==> config.mk <==
export PLATFORM = sky130hd
export DESIGN_NAME = two_body_decay_mass_classifier
export DESIGN_NICKNAME = d
export VERILOG_FILES = /design/src/sv/tbdmc_pkg.sv /design/src/sv/two_body_decay_mass_classifier.sv
export SDC_FILE = /design/constraint.sdc
export NUM_CORES = 2
export LEC_CHECK = 0
export BUFFER_PORTS_ARGS = -buffer_cell sky130_fd_sc_hd__buf_2
export CAP_MARGIN = 20
export CORE_MARGIN = 4
export CORE_UTILIZATION = 35
export CTS_BUF_LIST = sky130_fd_sc_hd__clkbuf_8
export CTS_CLUSTER_DIAMETER = 80
export CTS_CLUSTER_SIZE = 16
export DETAILED_ROUTE_END_ITERATION = 8
export RECOVER_POWER = 25
export SLEW_MARGIN = 30
export SYNTH_ARGS = -nofsm -noshare
export SYNTH_HDL_FRONTEND = slang
export SYNTH_SLANG_ARGS = --single-unit
==> constraint.sdc <==
create_clock -name clk_i -period 12.14 [get_ports clk_i]
set_input_delay 3.642 -clock clk_i [delete_from_list [all_inputs] [get_ports clk_i]]
set_output_delay 3.642 -clock clk_i [all_outputs]
set_load 0.02 [all_outputs]
==> src/sv/tbdmc_pkg.sv <==
package tbdmc_pkg;

  localparam int unsigned SumW    = 32;
  localparam int unsigned AccW    = 64;
  localparam int unsigned MassW   = 24;
  localparam int unsigned KindW   = 2;
  localparam int unsigned CfgIdxW = 8;

  // particle kind codes
  localparam logic [KindW-1:0] KIND_UNKNOWN = 2'd0;
  localparam logic [KindW-1:0] KIND_KAON    = 2'd1;
  localparam logic [KindW-1:0] KIND_LAMBDA  = 2'd2;

  // register indexes
  localparam logic [CfgIdxW-1:0] REG_PION_MASS   = 8'd0;
  localparam logic [CfgIdxW-1:0] REG_PROTON_MASS = 8'd1;
  localparam logic [CfgIdxW-1:0] REG_KAON_REF    = 8'd2;
  localparam logic [CfgIdxW-1:0] REG_LAMBDA_REF  = 8'd3;

  localparam logic [MassW-1:0] PION_MASS_RST   = 24'd572;
  localparam logic [MassW-1:0] PROTON_MASS_RST = 24'd3843;
  localparam logic [MassW-1:0] KAON_REF_RST    = 24'd2038;
  localparam logic [MassW-1:0] LAMBDA_REF_RST  = 24'd4570;

  localparam logic signed [33:0] SAT_MAX = 34'sd2147483647;
  localparam logic signed [33:0] SAT_MIN = -34'sd2147483648;

  function automatic logic [31:0] abs32(input logic signed [31:0] x);
    abs32 = x[31] ? 32'(-x) : 32'(x);
  endfunction

  // saturating add into a signed 32-bit sum
  function automatic logic signed [31:0] sat_add(input logic signed [31:0] a,
                                                 input logic signed [33:0] b);
    logic signed [33:0] s;
    s = 34'(a) + b;
    if (s > SAT_MAX) sat_add = 32'sh7FFFFFFF;
    else if (s < SAT_MIN) sat_add = 32'sh80000000;
    else sat_add = s[31:0];
  endfunction

endpackage

==> src/sv/two_body_decay_mass_classifier.sv <==
// Two-body decay classifier: tracks of one event arrive one beat each on the
// slave stream (tdata = px, py, pz; tuser = charge; tlast = last track). Each
// track adds to saturating momentum sums and to two energy sums, kaon
// hypothesis (pion mass everywhere) and lambda hypothesis (proton mass for
// positive, pion mass for negative tracks); E = floor sqrt(p^2 + m^2). On the
// last track, an event with exactly one positive and one negative track yields
// both invariant masses floor sqrt(E^2 - P^2) (zero when negative) and reports
// the hypothesis closer to its reference mass, ties to lambda; any other
// charge mix reports kind unknown with energy and mass of -1.0. Every product
// goes through one shared 32x32 squarer and every root through one shared
// two-bit-per-cycle root unit of 32 steps. A last track of a valid event also
// runs the two mass roots before the result hand-off. The slave side is not
// ready while an item is in work. The result sits in an output register, so
// the next event can start while it waits.
// Mass registers are written through the cfg channel, which is always ready.
module two_body_decay_mass_classifier
  import tbdmc_pkg::*;
#(
  parameter int unsigned MOMENTUM_BITS = 24,
  parameter int unsigned FRACTION_BITS = 12
) (
  input  logic                                      clk_i,
  input  logic                                      rst_ni,
  input  logic                                      s_axis_tvalid,
  output logic                                      s_axis_tready,
  // momentum_x, momentum_y, momentum_z, zero pad
  input  logic [((3*MOMENTUM_BITS+7)/8)*8-1:0]      s_axis_tdata,
  // track_charge
  input  logic [1:0]                                s_axis_tuser,
  input  logic                                      s_axis_tlast,
  output logic                                      m_axis_tvalid,
  input  logic                                      m_axis_tready,
  // total_energy, invariant_mass
  output logic [63:0]                               m_axis_tdata,
  // particle_kind
  output logic [KindW-1:0]                          m_axis_tuser,
  input  logic                                      cfg_valid_i,
  output logic                                      cfg_ready_o,
  input  logic [CfgIdxW-1:0]                        cfg_index_i,
  input  logic [MassW-1:0]                          cfg_data_i
);

  localparam logic signed [31:0] UNKNOWN_VAL = -(32'sd1 <<< FRACTION_BITS);

  typedef enum logic [2:0] {
    S_IDLE, S_MUL, S_ACC, S_DIFF, S_ROOT, S_POST, S_EMIT
  } state_e;

  // micro-op: which operand the squarer and accumulator handle
  typedef enum logic [3:0] {
    OP_PX, OP_PY, OP_PZ, OP_MPI, OP_MPR,
    OP_SX, OP_SY, OP_SZ, OP_EK, OP_EL
  } op_e;

  state_e state_q, state_d;
  op_e    op_q, op_d;

  logic [MassW-1:0] pion_q, proton_q, kref_q, lref_q;

  logic signed [MOMENTUM_BITS-1:0] px_q, py_q, pz_q;
  logic signed [1:0]               q_q;
  logic                            last_q;

  logic signed [31:0] sx_q, sy_q, sz_q, ek_q, el_q;
  logic signed [31:0] sx_d, sy_d, sz_d, ek_d, el_d;
  logic [1:0]         pos_q, neg_q, pos_d, neg_d;

  logic [31:0]     mul_a;
  logic [AccW-1:0] prod_q, prod_d;
  logic [AccW-1:0] acc_q, acc_d, p2_q, p2_d;
  logic [AccW-1:0] res_q, res_d, bit_q, bit_d;
  logic [AccW-1:0] base, trial;
  logic [31:0]     root, mk_q, mk_d, ml_q, ml_d;

  logic            m_valid_q, m_valid_d;
  logic [63:0]     m_data_q, m_data_d;
  logic [KindW-1:0] m_user_q, m_user_d;

  logic             accept, emit;
  logic signed [33:0] dk, dl;

  assign accept        = s_axis_tvalid && s_axis_tready;
  assign s_axis_tready = (state_q == S_IDLE);
  assign cfg_ready_o   = 1'b1;
  assign m_axis_tvalid = m_valid_q;
  assign m_axis_tdata  = m_data_q;
  assign m_axis_tuser  = m_user_q;

  // squarer operand
  always_comb begin
    case (op_q)
      OP_PX:   mul_a = abs32(32'(px_q));
      OP_PY:   mul_a = abs32(32'(py_q));
      OP_PZ:   mul_a = abs32(32'(pz_q));
      OP_MPI:  mul_a = 32'(pion_q);
      OP_MPR:  mul_a = 32'(proton_q);
      OP_SX:   mul_a = abs32(sx_q);
      OP_SY:   mul_a = abs32(sy_q);
      OP_SZ:   mul_a = abs32(sz_q);
      OP_EK:   mul_a = abs32(ek_q);
      OP_EL:   mul_a = abs32(el_q);
      default: mul_a = '0;
    endcase
  end

  always_comb begin
    case (op_q)
      OP_PY, OP_PZ, OP_SY, OP_SZ: base = acc_q;
      OP_MPI, OP_MPR:             base = p2_q;
      default:                    base = '0;
    endcase
  end

  assign trial = res_q + bit_q;
  assign root  = res_q[31] ? 32'h7FFFFFFF : res_q[31:0];
  assign dk    = $signed({2'b0, mk_q}) - $signed({10'b0, kref_q});
  assign dl    = $signed({2'b0, ml_q}) - $signed({10'b0, lref_q});

  always_comb begin
    logic [33:0] adk, adl;
    adk = dk[33] ? 34'(-dk) : 34'(dk);
    adl = dl[33] ? 34'(-dl) : 34'(dl);

    state_d   = state_q;
    op_d      = op_q;
    sx_d      = sx_q;
    sy_d      = sy_q;
    sz_d      = sz_q;
    ek_d      = ek_q;
    el_d      = el_q;
    pos_d     = pos_q;
    neg_d     = neg_q;
    prod_d    = prod_q;
    acc_d     = acc_q;
    p2_d      = p2_q;
    res_d     = res_q;
    bit_d     = bit_q;
    mk_d      = mk_q;
    ml_d      = ml_q;
    m_valid_d = m_valid_q && !m_axis_tready;
    m_data_d  = m_data_q;
    m_user_d  = m_user_q;
    emit      = 1'b0;

    case (state_q)
      S_IDLE: begin
        if (accept) begin
          sx_d = sat_add(sx_q, 34'($signed(s_axis_tdata[MOMENTUM_BITS-1:0])));
          sy_d = sat_add(sy_q,
                   34'($signed(s_axis_tdata[2*MOMENTUM_BITS-1:MOMENTUM_BITS])));
          sz_d = sat_add(sz_q,
                   34'($signed(s_axis_tdata[3*MOMENTUM_BITS-1:2*MOMENTUM_BITS])));
          if (s_axis_tuser == 2'b01 && pos_q != 2'd2) pos_d = pos_q + 2'd1;
          if (s_axis_tuser == 2'b11 && neg_q != 2'd2) neg_d = neg_q + 2'd1;
          op_d    = OP_PX;
          state_d = S_MUL;
        end
      end
      S_MUL: begin
        prod_d  = AccW'(mul_a) * AccW'(mul_a);
        state_d = S_ACC;
      end
      S_ACC: begin
        acc_d   = base + prod_q;
        state_d = S_MUL;
        case (op_q)
          OP_PX: op_d = OP_PY;
          OP_PY: op_d = OP_PZ;
          OP_PZ: begin
            p2_d = acc_d;
            op_d = OP_MPI;
          end
          OP_SX: op_d = OP_SY;
          OP_SY: op_d = OP_SZ;
          OP_SZ: begin
            p2_d = acc_d;
            op_d = OP_EK;
          end
          OP_MPI, OP_MPR: begin
            res_d   = '0;
            bit_d   = AccW'(1) << (AccW - 2);
            state_d = S_ROOT;
          end
          default: state_d = S_DIFF;
        endcase
      end
      S_DIFF: begin
        acc_d   = (acc_q > p2_q) ? acc_q - p2_q : '0;
        res_d   = '0;
        bit_d   = AccW'(1) << (AccW - 2);
        state_d = S_ROOT;
      end
      S_ROOT: begin
        if (acc_q >= trial) begin
          acc_d = acc_q - trial;
          res_d = (res_q >> 1) + bit_q;
        end else begin
          res_d = res_q >> 1;
        end
        bit_d = bit_q >> 2;
        if (bit_q[0]) state_d = S_POST;
      end
      S_POST: begin
        case (op_q)
          OP_MPI: begin
            ek_d = sat_add(ek_q, 34'(root));
            if (q_q == -2'sd1) el_d = sat_add(el_q, 34'(root));
          end
          OP_MPR: el_d = sat_add(el_q, 34'(root));
          OP_EK:  mk_d = root;
          default: ml_d = root;
        endcase
        if (op_q == OP_MPI && q_q == 2'sd1) begin
          op_d    = OP_MPR;
          state_d = S_MUL;
        end else if (op_q == OP_MPI || op_q == OP_MPR) begin
          if (!last_q) state_d = S_IDLE;
          else if (pos_q == 2'd1 && neg_q == 2'd1) begin
            op_d    = OP_SX;
            state_d = S_MUL;
          end else state_d = S_EMIT;
        end else if (op_q == OP_EK) begin
          op_d    = OP_EL;
          state_d = S_MUL;
        end else begin
          state_d = S_EMIT;
        end
      end
      S_EMIT: begin
        if (!m_valid_q || m_axis_tready) begin
          emit      = 1'b1;
          m_valid_d = 1'b1;
          if (pos_q != 2'd1 || neg_q != 2'd1) begin
            m_user_d = KIND_UNKNOWN;
            m_data_d = {UNKNOWN_VAL, UNKNOWN_VAL};
          end else if (adk < adl) begin
            m_user_d = KIND_KAON;
            m_data_d = {mk_q, ek_q};
          end else begin
            m_user_d = KIND_LAMBDA;
            m_data_d = {ml_q, el_q};
          end
          sx_d    = '0;
          sy_d    = '0;
          sz_d    = '0;
          ek_d    = '0;
          el_d    = '0;
          pos_d   = '0;
          neg_d   = '0;
          state_d = S_IDLE;
        end
      end
      default: state_d = S_IDLE;
    endcase
  end

  always_ff @(posedge clk_i or negedge rst_ni) begin
    if (!rst_ni) begin
      state_q   <= S_IDLE;
      op_q      <= OP_PX;
      pion_q    <= PION_MASS_RST;
      proton_q  <= PROTON_MASS_RST;
      kref_q    <= KAON_REF_RST;
      lref_q    <= LAMBDA_REF_RST;
      sx_q      <= '0;
      sy_q      <= '0;
      sz_q      <= '0;
      ek_q      <= '0;
      el_q      <= '0;
      pos_q     <= '0;
      neg_q     <= '0;
      m_valid_q <= 1'b0;
    end else begin
      state_q   <= state_d;
      op_q      <= op_d;
      sx_q      <= sx_d;
      sy_q      <= sy_d;
      sz_q      <= sz_d;
      ek_q      <= ek_d;
      el_q      <= el_d;
      pos_q     <= pos_d;
      neg_q     <= neg_d;
      m_valid_q <= m_valid_d;
      if (cfg_valid_i) begin
        case (cfg_index_i)
          REG_PION_MASS:   pion_q   <= cfg_data_i;
          REG_PROTON_MASS: proton_q <= cfg_data_i;
          REG_KAON_REF:    kref_q   <= cfg_data_i;
          REG_LAMBDA_REF:  lref_q   <= cfg_data_i;
          default: ;
        endcase
      end
    end
  end

  // payload registers
  always_ff @(posedge clk_i) begin
    if (accept) begin
      px_q   <= s_axis_tdata[MOMENTUM_BITS-1:0];
      py_q   <= s_axis_tdata[2*MOMENTUM_BITS-1:MOMENTUM_BITS];
      pz_q   <= s_axis_tdata[3*MOMENTUM_BITS-1:2*MOMENTUM_BITS];
      q_q    <= s_axis_tuser;
      last_q <= s_axis_tlast;
    end
    prod_q   <= prod_d;
    acc_q    <= acc_d;
    p2_q     <= p2_d;
    res_q    <= res_d;
    bit_q    <= bit_d;
    mk_q     <= mk_d;
    ml_q     <= ml_d;
    m_data_q <= m_data_d;
    m_user_q <= m_user_d;
  end

`ifndef SYNTHESIS
  a_kind_legal: assert property (@(posedge clk_i) disable iff (!rst_ni)
    m_axis_tvalid |-> m_axis_tuser != 2'd3)
    else $error("illegal particle kind");

  a_unknown_vals: assert property (@(posedge clk_i) disable iff (!rst_ni)
    (m_axis_tvalid && m_axis_tuser == KIND_UNKNOWN) |->
      (m_axis_tdata[31:0] == UNKNOWN_VAL && m_axis_tdata[63:32] == UNKNOWN_VAL))
    else $error("unknown result without -1.0 values");

  a_count_sat: assert property (@(posedge clk_i) disable iff (!rst_ni)
    pos_q != 2'd3 && neg_q != 2'd3)
    else $error("track counter past saturation");

  a_clear_after_emit: assert property (@(posedge clk_i) disable iff (!rst_ni)
    emit |=> (ek_q == '0 && el_q == '0 && pos_q == '0 && neg_q == '0 && m_axis_tvalid))
    else $error("event state not cleared after result");
`endif

endmodule
==> summary.md <==
| Metric | Value |
|---|---|
| Status | `complete, but fails checks` |
| Failing checks | `capacitance limit, slew limit` |
| Slew Viols, Final | `458` |
| Final min period | `11.68 ns` |
| Nets | `11800` |
| Slew headroom | `-271%` |
| Clock transition at the registers of the reported paths | `0.10 ns` |
| Primary FF master, synth | `edfxtp_1` |
| # rows | `187` |
| Met3 usage | `3.71%` |
| Most frequent cells in the layout | `1196 x inv_1, 900 x nand2_1, 812 x fa_1` |
| Asr flop ratio synth | `35.4%` |
| Final period util | `96.2%` |
| CTS tree | `done` |
| CP Max Fanout | `9` |
| Most common cell after layout, fill and taps aside | `inv_1` |
| WP data required | `12.72 ns` |
| CP top delay family | `adder cells` |
| DR vias | `77300` |
| WP buf/inv | `6` |
| Routability congestion estimate | `0.967` |
| PortBufs | `179` |
| GR Util met2 | `34.3%` |
| Crit end category | `register` |
| DP HPWL | `257000 µm` |
| Die height | `518 µm` |
| Max Cap Violations | `9` |
| Crit-path slowest cell | `or4b_2` |
| Critical path arrival | `12.26 ns` |
| Area occupied by multi-input gates | `0.0638 mm²` |
| DR iter-0 viols | `7299` |
| Global-route wire length before repair | `479000 µm` |
| CTS max path bufs | `3` |
| Final setup fails | `0` |
| Worst Setup Start Kind | `register` |
| Total number of yosys warnings | `0` |
| Final Skew | `0.110 ns` |
| Detailed-route wire length per cell | `23.5 µm` |
| Seq/Total Area, Yosys | `23.6%` |
| Setup_tns | `0 ns` |
| Post-place setup slack | `0.426 ns` |
| Most Crowded Layer GR | `met2` |
| Max stage delay on crit path | `0.78 ns` |
| CTS sink count | `758` |
| H-Tree Depth | `3` |
| Final wirelength | `318000 µm` |
| Vias in the first global route | `76600` |
| Synthesized area | `0.0911 mm²` |
| Remaining global-route overflow | `0` |
| Root Buffer | `clkbuf_8` |
| Met1 Use GR | `33.5%` |
| Antenna viol nets, final | `0` |
| # IOs | `181` |
| Post-DR vias/cell | `5.70` |
| Core Area | `0.259 mm²` |
| Synth unique cells | `108` |
| Cells after Synth | `10000` |
| Layout area overhead | `7.38%` |
| Pre-Repair DR Iteration Count | `7` |
| Number of synthesized flops with an enable pin | `490` |
| Unrepaired setup endpoints after global routing | `false` |
| Worst slew pin tran | `5.57 ns` |
| Final setup margin | `0.463 ns` |
| HP Class | `reg -> reg` |
| Fill cell count | `26100` |
| Antenna violations before repair | `28` |
| Cts bufs inserted | `77` |
| DIE AREA | `0.269 mm²` |
| Effective utilization at floorplan | `35.1%` |
| #FFs+latches synth | `758` |
| Worst skew pair latency | `0.91 ns` |
| Final hold violation count | `0` |
| Share of layout cells above drive strength 1 | `6.79%` |
| R2R Setup Slk | `0.46 ns` |
| Max Fclk | `0.0856 GHz` |
| Pin count of the biggest net entering global routing | `129` |
| Setup CP Type | `reg -> reg` |
| Register Area | `0.0215 mm²` |
| Die W | `518 µm` |
| Gr usage total | `23.1%` |
| Mapped Avg Cell Area | `9.08 µm²` |
| Most used cell, CP | `fa_1` |
| Post-route DRC | `0` |
==> per-stage QoR <==
stage / util, % / cell area [µm²] / cells / hold slack [ns]
2_1_floorplan: - / 91200 / 10100 / 0.476
3_3_place_gp: 37.1 / 96200 / 13400 / 0.489
3_5_place_dp: 37.1 / 96300 / 13400 / 0.495
4_1_cts: 37.8 / 97900 / 13600 / 0.517
5_1_grt: 37.7 / 97800 / 13600 / 0.525
6_report: 37.7 / 97800 / 13600 / 0.514
==> state kept, by name (all words and copies together) (netlist names), 4 cells and up <==
register,flops
kref_q,24
prod_q,63
sx_q,32
lref_q,24
py_q,24
ek_q,32
acc_q,64
op_q,4
ml_q,31
p2_q,64
mk_q,31
pion_q,24
bit_q,32
px_q,24
m_axis_tdata,64
pz_q,24
sy_q,32
res_q,64
sz_q,32
proton_q,24
el_q,32
==> final cells by class <==
| cell class | instances | area share [%] |
|---|---|---|
| clock inverter | 65 | 0.608 |
| tap | 3402 | 4.35 |
| multi-input combinational | 7694 | 65.2 |
| clock buffer | 79 | 1.11 |
| antenna | 10 | 0.0256 |
| timing repair buffer | 351 | 2.12 |
| inverter | 1201 | 4.61 |
| sequential | 758 | 21.9 |
==> cell usage after synthesis (241+ instances only) <==
cell,instances,area share (%)
nand2_1,901,3.7
dfrtp_1,241,6.6
xor2_1,411,4.0
nor2_1,692,2.9
fa_1,812,18
xnor2_1,391,3.8
inv_1,1181,4.9
o21ai_0,525,2.9
a21o_1,288,2.4
edfxtp_1,490,16
a21oi_1,600,3.3
ha_1,779,11
clkbuf_1,358,1.5
==> repair_timing <==
item,4_1_cts,5_1_grt
hold buffers,0,0
buffers inserted,0,0
gates resized for setup,0,6
endpoints found under the setup margin,0,8
==> final timing paths <==
check                                      start                     to  cells after the start
setup / recovery               pz_q[9]$_DFFE_PP_   prod_q[48]$_DFFE_PP_                     34
hold / removal             pion_q[1]$_DFFE_PN0P_  pion_q[1]$_DFFE_PN0P_                      1
setup reg to reg               pz_q[9]$_DFFE_PP_   prod_q[48]$_DFFE_PP_                     34
hold reg to reg            pion_q[1]$_DFFE_PN0P_  pion_q[1]$_DFFE_PN0P_                      1
max in group asynchronous                 rst_ni    el_q[5]$_DFFE_PN0P_                      1
min in group asynchronous                 rst_ni    sz_q[0]$_DFFE_PN0P_                      1
==> kinds of logic after synthesis <==
family                     count (synthesis)  synth area share, %
buffers and inverters                   1610                 6.75
muxes                                    124                 1.50
xor gates and xnor gates                 802                 7.71
other                                      2              0.00824
and+or+nand+nor                         2639                 13.7
AOI/OAI and AO/OA                       2507                 18.2
DFF                                      758                 23.6
adders and majority gates               1592                 28.6
==> layer usage <==
metal | up-vias | wire, µm
li1 | 35100 | -
met1 | 38300 | 143000
met2 | 3332 | 134000
met3 | 578 | 27400
met4 | 4 | 13700
met5 | - | 23
Power is left out: the tool's default activity adds up to more than one toggle a clock period on the data nets, which glitch-free logic cannot reach.
